[config.mk]
export PLATFORM = sky130hd
export DESIGN_NAME = pdfo_scale
export DESIGN_NICKNAME = d
export VERILOG_FILES = /design/src/rtl/pdfo_pkg.sv /design/src/rtl/pdfo_scale.sv
export SDC_FILE = /design/constraint.sdc
export NUM_CORES = 1
export LEC_CHECK = 0
export ABC_CLOCK_PERIOD_IN_PS = 15200
export BUFFER_PORTS_ARGS = -buffer_cell sky130_fd_sc_hd__buf_2
export CAP_MARGIN = 25
export CORE_MARGIN = 5
export CORE_UTILIZATION = 45
export CTS_CLUSTER_DIAMETER = 120
export CTS_CLUSTER_SIZE = 10
export DETAILED_ROUTE_END_ITERATION = 16
export PLACE_DENSITY_LB_ADDON = 0.1
export REMOVE_ABC_BUFFERS = 1
export SYNTH_ARGS = -nofsm -noshare
export SYNTH_HDL_FRONTEND = slang
export SYNTH_SLANG_ARGS = --single-unit
[constraint.sdc]
create_clock -name clk -period 15.2 [get_ports clk]
set_input_delay 3.8 -clock clk [delete_from_list [all_inputs] [get_ports clk]]
set_output_delay 3.8 -clock clk [all_outputs]
set_load 0.03 [all_outputs]
[src/rtl/pdfo_pkg.sv]
`timescale 1ns / 1ps
// ----------------------------------------------------------------------------
// Phase-difference frequency offset package
// Shared widths, pipeline depths, the arctangent table and the scale constants.
// ----------------------------------------------------------------------------
package pdfo_pkg;

    localparam int ANGLE_ITERS = 28;
    localparam int PRE_SHIFT   = 20;
    localparam int XY_W        = 30;
    localparam int ANGLE_W     = 32;
    localparam int MAG_W       = 32;
    localparam int PROD_W      = 64;
    localparam int HZ_SHIFT    = 44;
    localparam int HZ_W        = 21;
    localparam int RND_W       = HZ_W - 1;

    localparam int LANE_DEPTH  = ANGLE_ITERS + 2;
    localparam int SCALE_DEPTH = 3;
    localparam int PIPE_DEPTH  = LANE_DEPTH + SCALE_DEPTH;

    typedef logic signed [XY_W-1:0]    xy_t;
    typedef logic signed [ANGLE_W-1:0] angle_t;

    typedef struct packed {
        logic undef;
        logic i_zero;
        logic q_zero;
        logic q_neg;
        logic neg;
    } side_t;

    localparam angle_t HALF_PI_Q30 = 32'sd1686629713;

    localparam logic [MAG_W-1:0]  HZ_MUL     = 32'd2963175705;
    localparam logic [PROD_W-1:0] ROUND_BIAS = 64'h0000_0800_0000_0000;

    localparam angle_t ATAN_Q30 [ANGLE_ITERS] = '{
        32'sd843314857, 32'sd497837829, 32'sd263043837, 32'sd133525159,
        32'sd67021687,  32'sd33543516,  32'sd16775851,  32'sd8388437,
        32'sd4194283,   32'sd2097149,   32'sd1048576,   32'sd524288,
        32'sd262144,    32'sd131072,    32'sd65536,     32'sd32768,
        32'sd16384,     32'sd8192,      32'sd4096,      32'sd2048,
        32'sd1024,      32'sd512,       32'sd256,       32'sd128,
        32'sd64,        32'sd32,        32'sd16,        32'sd8
    };

endpackage

[src/rtl/pdfo_scale.sv]
`timescale 1ns / 1ps
// ----------------------------------------------------------------------------
// Angle difference scaler
// Subtracts two angles, scales by the Hz factor and rounds half away from zero.
// ----------------------------------------------------------------------------
module pdfo_scale (
    input  logic                        clk,
    input  logic                        en,
    input  pdfo_pkg::angle_t            angle_cur,
    input  pdfo_pkg::angle_t            angle_prev,
    input  logic                        undef_cur,
    input  logic                        undef_prev,
    output logic signed [pdfo_pkg::HZ_W-1:0] hz,
    output logic                        undef
);

    logic signed [pdfo_pkg::ANGLE_W:0] diff;
    logic [pdfo_pkg::ANGLE_W:0]        diff_abs;

    logic [pdfo_pkg::MAG_W-1:0]  mag_reg;
    logic                        sign_a_reg;
    logic                        undef_a_reg;

    logic [pdfo_pkg::PROD_W-1:0] prod_reg;
    logic                        sign_b_reg;
    logic                        undef_b_reg;

    logic [pdfo_pkg::PROD_W-1:0] round_sum;
    logic [pdfo_pkg::RND_W-1:0]  rounded;
    logic signed [pdfo_pkg::HZ_W-1:0] hz_next;

    logic signed [pdfo_pkg::HZ_W-1:0] hz_reg;
    logic                        undef_reg;

    always_comb
    begin
        diff     = {angle_cur[pdfo_pkg::ANGLE_W-1], angle_cur}
                 - {angle_prev[pdfo_pkg::ANGLE_W-1], angle_prev};
        diff_abs = diff[pdfo_pkg::ANGLE_W] ? -diff : diff;
    end

    always_ff @(posedge clk)
    begin
        if (en)
        begin
            mag_reg     <= diff_abs[pdfo_pkg::MAG_W-1:0];
            sign_a_reg  <= diff[pdfo_pkg::ANGLE_W];
            undef_a_reg <= undef_cur || undef_prev;
        end
    end

    always_ff @(posedge clk)
    begin
        if (en)
        begin
            prod_reg    <= {{(pdfo_pkg::PROD_W-pdfo_pkg::MAG_W){1'b0}}, mag_reg}
                         * {{(pdfo_pkg::PROD_W-pdfo_pkg::MAG_W){1'b0}}, pdfo_pkg::HZ_MUL};
            sign_b_reg  <= sign_a_reg;
            undef_b_reg <= undef_a_reg;
        end
    end

    always_comb
    begin
        round_sum = prod_reg + pdfo_pkg::ROUND_BIAS;
        rounded   = round_sum[pdfo_pkg::HZ_SHIFT +: pdfo_pkg::RND_W];
        if (undef_b_reg)
        begin
            hz_next = '0;
        end
        else if (sign_b_reg)
        begin
            hz_next = -$signed({1'b0, rounded});
        end
        else
        begin
            hz_next = $signed({1'b0, rounded});
        end
    end

    always_ff @(posedge clk)
    begin
        if (en)
        begin
            hz_reg    <= hz_next;
            undef_reg <= undef_b_reg;
        end
    end

    assign hz    = hz_reg;
    assign undef = undef_reg;

endmodule

==> results.toml <==
[synth]
ys_seq_area_frac = 0.1065
synth-seq-cells = 79
yosys.area.top_type = "fa_1"
synthCells = 2257
netlist_area_um2 = 22280
synthTopCellsByArea = "fa_1 32%, ha_1 26%, edfxtp_1 11%, inv_1 11%, xnor2_1 2.8%"
synth_top_area_share = 0.3181
async_reset_ff_frac = 0
ys_warn_count = 0
synth_edf_count = 79
avgSynthCellArea_um2 = 9.871
synth_top_flop_cell = "edfxtp_1"
yosysUniqueCellTypes = 82

[worst_setup_path]
end_kind = "flip-flop"
path_max_fanout = 12
slowest_delay_ns = 0.68
crit_arrival_ns = 8.32
cpMostUsedCell = "fa_1"
cp_cell_sequence = "fa_1 -> inv_1 -> fa_1 -> fa_1 -> fa_1 -> fa_1 -> inv_1 -> fa_1 -> fa_1 -> inv_1 -> fa_1 -> inv_1 -> ha_1 -> a21o_1 -> a211o_1 -> a221o_1 -> o31ai_1 -> a21oi_1 -> o2111ai_1 -> nand3_1 -> a31o_2 -> a21oi_1 -> xnor2_1"
required_ns = 15.32
worstSetupPathType = "reg2reg"
start_kind = "flip-flop"
critPathSlowestCell = "edfxtp_1"

[floorplanning]
initial_core_util = 0.4551
die_y_um = 232.5
io_pins = 90
rows = 81
dieArea_um2 = 54060
die_x_um = 232.5
core-area_um2 = 48950

[run_status]
status = "completed"

[routing]
drt-vias-per-instance = 5.058
drtIter0Drc = 706
drc_errors = 0
route.vias.total = 15296
drt-total-wl_mm = 55.51
firstDrtPassIters = 5
antenna_left = 0
wire_per_inst_um = 18.36

[timing]
hold_viol_final = 0
slew_headroom = 0.3743
timing.fmax_ghz = 0.1219
final_max_slew_viol_count = 0
skew_ns = 0.01042
setup_viol = 0
worstMarginPinSlew_ns = 0.9288
fin_crit_ns = 8.203
finalCritPeriodShare = 0.5397
final.setup.tns_ns = 0
rsz0062_at_grt = "no"

[clock_tree]
cts.root.buffer_cell = "clkbuf_16"
clockBufferDepth = 2
clkSinkCount = 79
insertion_delay_ns = 0.38
cts_buffers = 9
postCtsSetupRepairBufs = 0
cts_resized = 0
postCtsHoldBufs = 0
cts_tree = "yes"
htree_levels = 3
path_clk_slew_ns = 0.07

[placed_design]
gp_congestion = 0.9532
portBuffers = 89
dp_hpwl_mm = 49.09

[finish]
antenna_cells = 0
final_cell_mix = "625 x inv_1, 457 x ha_1, 354 x fa_1"
areaGrowthSynthToFinish_pct = 7.576
largest_register_ffs = 32
final_common_cell = "inv_1"
layout-drive-gt1-share = 0.06610
fin_nets = 3234

[global_route]
grt_pass1_wl_mm = 89.33
overflow = 0
grt.total_usage = 0.2128
antenna_found_initial = 1
grt_pass1_vias = 16337
grt_max_degree = 80

[flow_run]
drv_cap = 0

[worst_hold_path]
hold_path_class = "reg2reg"
[area by class of cell]
type	count	area, µm²
Timing Repair Buffer	105	588.1
Clock buffer	9	225.2
Sequential cell	79	2372
Clock inverter	7	112.6
Multi-Input combinational cell	1535	17490
Tap cell	664	830.8
Inverter	625	2346
Fill cell	4623	24980
[final timing paths]
check                            startpoint      endpoint  slack (ns)  depth (start not counted)
worst min-delay path             sign_a_reg    sign_b_reg        0.42                          0
worst max register to register  mag_reg[13]  prod_reg[63]        7.00                         23
worst max-delay path            mag_reg[13]  prod_reg[63]        7.00                         23
worst min register to register   sign_a_reg    sign_b_reg        0.42                          0
[worst max-delay path: cells and delay by family (launching register included)]
| kind | cells | cell delay (ns) |
|---|---|---|
| adders and majority gates | 9 | 4.53 |
| AOI/OAI and AO/OA | 8 | 2.32 |
| DFF | 1 | 0.68 |
| buffers and inverters | 4 | 0.20 |
| and+or+nand+nor | 1 | 0.14 |
| xor gates and xnor gates | 1 | 0.09 |
[cell families (layout without fill, tap and decap cells)]
kind of cell / after synthesis / in the layout / share of synthesized area
adders and majority gates: 811 / 811 / 0.5748
buffers and inverters: 643 / 746 / 0.1086
and+or+nand+nor: 312 / 312 / 0.07127
AOI/OAI and AO/OA: 299 / 299 / 0.09424
xor gates and xnor gates: 109 / 109 / 0.04285
DFF: 79 / 79 / 0.1065
muxes: 4 / 4 / 0.001853
[per-stage QoR]
step	cells	setup slack [ns]	utilization	area, µm²	hold slack [ns]
final	3024	6.997	0.4896	23970	0.4245
after global routing	3024	6.574	0.4896	23970	0.4392
after CTS	3023	6.902	0.4890	23940	0.4265
after detailed placement	3007	6.897	0.4821	23600	0.4099
after global placement	3007	6.966	0.4821	23600	0.4023
after floorplan	2239	7.663	-	22210	0.4003
[synthesized netlist by cell type (14+ instances only)]
master    count
clkbuf_1     14
nand3_1      36
edfxtp_1     79
nor3_1       33
a21o_1       44
nor2_1       78
xnor2_1      71
xor2_1       38
ha_1        457
a21oi_1      86
fa_1        354
o21ai_0      47
inv_1       625
nand2_1      62
nand4_1      16
and3_1       15
[per-layer routing]
| layer | vias to the layer above | track usage | wire [µm] |
|---|---|---|---|
| li1 | 7508 | - | - |
| met3 | 54 | 0.02697 | 1505 |
| met5 | - | 0 | 12 |
| met4 | 2 | 0.05907 | 1398 |
| met2 | 201 | 0.3563 | 26780 |
| met1 | 7531 | 0.2928 | 25810 |
Power is left out: the tool's default activity adds up to more than one toggle a clock period on the data nets, which glitch-free logic cannot reach.
